$ cat src/hdl/dlwc_pkg.sv
// ----------------------------------------------------------------------------
// dlwc_pkg
// Shared types and constants of the delay and loss window controller.
// ----------------------------------------------------------------------------
package dlwc_pkg;

  typedef enum logic [3:0] {
    ST_CLEAR,
    ST_IDLE,
    ST_SEND_CHK,
    ST_EXP_RD,
    ST_EXP_CHK,
    ST_SETTLE_RD,
    ST_SETTLE_CHK,
    ST_SCAN_RD,
    ST_SCAN_CHK,
    ST_RTT_MUL,
    ST_RTT_SUM,
    ST_WINDOW,
    ST_FINISH
  } state_t;

  typedef struct packed {
    logic [15:0] short_term;
    logic [15:0] long_term;
  } loss_t;

  typedef struct packed {
    logic        valid;
    logic [31:0] seq;
    logic [31:0] stamp;
  } entry_t;

  localparam logic [1:0] CFG_REORDER_WINDOW = 2'd0;
  localparam logic [1:0] CFG_MIN_WINDOW     = 2'd1;

  localparam logic [16:0] SHORT_KEEP = 17'd62259;
  localparam logic [31:0] SHORT_GAIN = 32'd214761472;
  localparam logic [16:0] LONG_KEEP  = 17'd65470;
  localparam logic [31:0] LONG_GAIN  = 32'd4325376;
  localparam logic [11:0] RTT_GAIN   = 12'd3277;
  localparam logic [15:0] RTT_KEEP   = 16'd62259;

  localparam logic [15:0] LOSS_05 = 16'd3277;
  localparam logic [15:0] LOSS_10 = 16'd6554;
  localparam logic [15:0] LOSS_25 = 16'd16384;
  localparam logic [15:0] LOSS_30 = 16'd19661;
  localparam logic [15:0] LOSS_50 = 16'd32768;

  localparam logic [31:0] RTT_MARGIN_FAST = 32'd20;
  localparam logic [31:0] RTT_MARGIN_SLOW = 32'd100;
  localparam logic [31:0] RTT_MARGIN_LONG = 32'd500;
  localparam logic [31:0] RTT_MARGIN_HIGH = 32'd1000;
  localparam logic [31:0] HOLD_SHORT      = 32'd20;
  localparam logic [31:0] HOLD_LONG       = 32'd200;

  localparam logic [39:0] RTT_RESET     = 40'd25600;
  localparam logic [31:0] RTT_MIN_RESET = 32'd1000;

  function automatic logic [15:0] loss_step(input logic [15:0] l, input logic [16:0] keep,
                                            input logic [31:0] gain, input logic lost);
    logic [32:0] acc;
    acc = 33'(l) * 33'(keep) + 33'd32768 + (lost ? 33'(gain) : 33'd0);
    return acc[31:16];
  endfunction

endpackage

$ cat src/hdl/dlwc_rules.sv
// ----------------------------------------------------------------------------
// dlwc_rules
// Short-term and long-term window rules with floor and ceiling clamp.
// ----------------------------------------------------------------------------
module dlwc_rules #(
  parameter int RING_DEPTH = 256
) (
  input  logic [$clog2(RING_DEPTH+1)-1:0] cw,
  input  logic [31:0]                     change_time,
  input  logic [31:0]                     ack_time,
  input  dlwc_pkg::loss_t                 loss,
  input  logic [39:0]                     rtt_s,
  input  logic [31:0]                     rtt_min,
  input  logic [8:0]                      min_window,
  output logic [$clog2(RING_DEPTH+1)-1:0] cw_next,
  output logic                            changed
);
  import dlwc_pkg::*;

  localparam int CNTW = $clog2(RING_DEPTH+1);
  localparam int WW   = ((CNTW > 9) ? CNTW : 9) + 2;

  logic [40:0]          thr_fast, thr_slow, thr_long, thr_high, s_ext;
  logic                 short_due, long_due, fired_a, dec_loss, s_ok, inc_b, dec_b;
  logic signed [3:0]    delta;
  logic [8:0]           floor_w;
  logic signed [WW-1:0] w;

  always_comb begin
    s_ext    = {1'b0, rtt_s};
    thr_fast = {33'(rtt_min) + 33'(RTT_MARGIN_FAST), 8'b0};
    thr_slow = {33'(rtt_min) + 33'(RTT_MARGIN_SLOW), 8'b0};
    thr_long = {33'(rtt_min) + 33'(RTT_MARGIN_LONG), 8'b0};
    thr_high = {33'(rtt_min) + 33'(RTT_MARGIN_HIGH), 8'b0};
    short_due = (33'(change_time) + 33'(HOLD_SHORT)) < 33'(ack_time);
    long_due  = (33'(change_time) + 33'(HOLD_LONG)) < 33'(ack_time);
    delta   = 4'sd0;
    fired_a = 1'b0;
    if (short_due && loss.short_term < LOSS_10 && loss.long_term < LOSS_05) begin
      if (s_ext < thr_fast) begin
        delta   = 4'sd2;
        fired_a = 1'b1;
      end else if (s_ext < thr_slow) begin
        delta   = 4'sd1;
        fired_a = 1'b1;
      end
    end
    dec_loss = 1'b0;
    inc_b    = 1'b0;
    dec_b    = 1'b0;
    s_ok     = loss.short_term < LOSS_50 && loss.long_term < LOSS_10;
    if (!fired_a && long_due) begin
      dec_loss = loss.short_term > LOSS_30 && loss.long_term > LOSS_25;
      inc_b    = s_ok && (s_ext < thr_long);
      dec_b    = !s_ok && (s_ext > thr_high);
      delta    = (inc_b ? 4'sd1 : 4'sd0) - (dec_loss ? 4'sd1 : 4'sd0) - (dec_b ? 4'sd1 : 4'sd0);
    end
    changed = fired_a || dec_loss || inc_b || dec_b;
    floor_w = (min_window == 9'd0) ? 9'd1 : min_window;
    w = $signed(WW'(cw)) + WW'(delta);
    if (w < $signed(WW'(floor_w))) w = $signed(WW'(floor_w));
    if (w > $signed(WW'(RING_DEPTH))) w = $signed(WW'(RING_DEPTH));
    cw_next = CNTW'(w);
  end

endmodule
$ cat config.mk
export PLATFORM = sky130hd
export DESIGN_NAME = dlwc_rules
export DESIGN_NICKNAME = d
export VERILOG_FILES = /design/src/hdl/dlwc_pkg.sv /design/src/hdl/dlwc_rules.sv
export SDC_FILE = /design/constraint.sdc
export NUM_CORES = 1
export LEC_CHECK = 0
export ABC_AREA = 1
export BUFFER_PORTS_ARGS = -buffer_cell sky130_fd_sc_hd__buf_2
export CAP_MARGIN = 5
export CORE_ASPECT_RATIO = 0.75
export CORE_MARGIN = 1.5
export CORE_UTILIZATION = 53
export DETAILED_ROUTE_END_ITERATION = 8
export GPL_TIMING_DRIVEN = 1
export PLACE_DENSITY = 0.81
export SLEW_MARGIN = 20
export SYNTH_ARGS = -nofsm -noshare
export SYNTH_HDL_FRONTEND = slang
export SYNTH_SLANG_ARGS = --single-unit
$ cat constraint.sdc
create_clock -name vclk -period 7.5
set_input_delay 0.75 -clock vclk [all_inputs]
set_output_delay 0.75 -clock vclk [all_outputs]
set_load 0.02 [all_outputs]
==> summary.txt <==
Outcome
  – Status: complete, but fails checks
  – Failing checks: setup timing

Die
  – Die Y-Extent: between 100 and 150 um
  – I/O pin count: ~200
  – Initial Util: 54.7%
  – Die W: ~150 um
  – CORE AREA: between 15000 and 20000 um2
  – Row count: 40
  – DIE AREA: approximately 17000 um2

STA
  – Setup_tns: -2.84 ns
  – Final slew viol count: 0
  – Worst-Margin Slew: between 0.4 and 0.5 ns
  – Tmin final: approximately 7.8 ns
  – RSZ-0062 raised after global routing: true
  – Worst Slack Setup Final: -0.323 ns
  – Final hold violation count: 0
  – Slew HR: around 70%
  – Max Freq: between 0.1 and 0.15 GHz
  – Final period utilization: 104%
  – Final hold slack: 2.01 ns
  – Final setup viols: 9

Finish
  – Final nets: between 2000 and 2500
  – Fillers: 1100
  – Layout Cells excl Fill: roughly 2100
  – Layout cells sized above 1: roughly two fifths
  – # clk buffers: 0
  – Register area: 0 um2
  – Seq_cells: 0
  – Multi-input gate area in the final layout: between 8000 and 9000 um2
  – Synth-to-Final Area Change: 51.7%

Drt
  – Remaining DRCs: 0
  – WL per Instance: between 15 and 20 um
  – Via Count: 11600
  – Drt pass-1 iters: 5
  – Vias per cell: 5.44
  – 1st-iter DRT viols: roughly 1000
  – Final ANT Viol Nets: 0
  – Routed wire length: approximately 35000 um

Worst setup path
  – Worst path max stage delay: roughly 0.38 ns
  – Setup CP Type: in -> out
  – CP endpoint kind: primary output
  – Crit-path slowest cell: fa_2
  – Critical Path RT: about 6.8 ns
  – CP startpoint: rtt_min[4]
  – Cell repeated most along the worst path: nand2_1
  – Crit Path Max Fanout: 6
  – Crit path max-delay family: simple AND/OR/NAND/NOR gates
  – Worst path bufs/invs: 11
  – Startpoint class of the critical path: primary input
  – WP data arrival: between 7 and 8 ns

Power
  – Switch share: a little over half
  – Power share of the sequential group: 0%
  – Combinational power share: 100.0%
  – P_int: 622 uW
  – Clock Power Share: 0%
  – P_leak: a little over 7 nW
  – Max VDD drop: 0.135 mV
  – Net Sw Power: 686 uW
  – Cell Pwr Density: ~98 nW/um2
  – Total power: 1.31 mW

Yosys
  – Synth Instances: about 1400
  – Sequential element share of the synthesized area: 0%
  – Syn Nets: around 1800
  – Dominant cell type by area after synthesis: ha_1
  – Ys Warns: 0
  – Post-Syn Area: between 8000 and 9000 um2
  – Synth top area cells: ha_1 29%, xor2_1 15%, nand2_1 13%
  – Top-count cell post-synth: nand2_1
  – Unique cell type count in the Yosys netlist: between 50 and 60
  – Mapped Avg Cell Area: about 6.2 um2
  – Area share of the leading cell type in the synthesized netlist: 28.7%
  – Most instantiated cells after synthesis: 297 x nand2_1, 206 x inv_1, 203 x ha_1

Global routing
  – Met3 usage: around 6.4%
  – Largest net degree at the start of global routing: 10
  – First-pass GRT wire length: roughly 53000 um
  – GRT busiest layer: met2
  – Met2 Use GR: just over 60%
  – GR Util met1: between 50% and 60%
  – GRT Util Overall: between 30% and 40%
  – Vias in the first global route: about 11000
  – Antenna violations before repair: 1
  – Grt total ovfl: 0

Min path
  – Hold Crit Depth: 6
  – Hold Path End: cw_next[6]
  – HP Class: in -> out
  – Hold Startpoint: min_window[6]

Flow run
  – Max-cap violations: 0

Placed design
  – DP HPWL: 29300 um
  – GPL Wtd Cong: ~1.0
  – Inst Count DP: 2096
  – Port Buffers: ~200

Clocking
  – Hold_buf cts: 0
[area by class of cell]
cell class	instances	area share, %
Inverter	216	6.14
Timing Repair Buffer	514	26.3
Tap cell	210	1.96
Antenna cell	1	0.0187
Multi-Input combinational cell	1192	65.6
[stage by stage]
step / utilization [%] / instance area, um2 / setup WS, ns
floorplan: - / 9000 / 0.00684
global placement: 75.9 / 12300 / -0.566
detailed placement: 75.9 / 12300 / -0.831
CTS: 80.4 / 13000 / -0.220
global route: 83.0 / 13400 / -0.758
finish: 83.0 / 13400 / -0.323
[routing by layer]
layer  share of wire [%]  wire, um
met5                   0         0
met4                 1.9       665
met3                  11      3690
met2                  44     15200
met1                  44     15400
[logic make-up after synthesis]
kind of cell | after synthesis | share of synthesized area (%)
fa+ha+maj | 204 | 29.0
xor+xnor | 162 | 16.1
buf+inv | 234 | 10.4
simple gates | 640 | 33.0
compound gates | 185 | 11.5
[layout by cell type, fill, tap and decap left out, types with 17 or more instances in the layout]
cell / instances
nand4_1: 40
nor2_2: 33
nand2_2: 45
nand3_1: 54
nor2_4: 22
nor2_1: 100
xor2_1: 145
inv_2: 19
ha_1: 192
buf_2: 174
buf_4: 319
buf_6: 17
inv_1: 191
a21oi_1: 91
o21ai_0: 34
nand2_1: 257
nor3_1: 21
[power groups by stage]
| stage | clock network [mW] | logic [mW] | registers [mW] |
|---|---|---|---|
| after floorplan | 0 | 0.617 | 0 |
| final | 0.0000000178 | 1.31 | 0 |
| after detailed placement | 0 | 1.04 | 0 |
| after global placement | 0 | 1.01 | 0 |
| after global routing | 0.0000000178 | 1.42 | 0 |
| after CTS | 0 | 1.21 | 0 |
[how the worst max path moves through the flow]
stage	to	slack [ns]	cells after the start
after global placement	cw_next[0]	-0.57	48
after floorplan	cw_next[0]	0.007	47
after CTS	cw_next[1]	-0.22	48
after detailed placement	cw_next[0]	-0.83	48
after global routing	cw_next[7]	-0.76	48
final	cw_next[7]	-0.32	52
[repair_timing]
| item | CTS | global route |
|---|---|---|
| resized for setup | 161 | 72 |
| pin swaps | 68 | 57 |
| gates cloned | 1 | 0 |
| setup endpoints to repair | 9 | 9 |
| buffers inserted | 23 | 12 |
No activity file was read; power rests on OpenSTA's default activity.
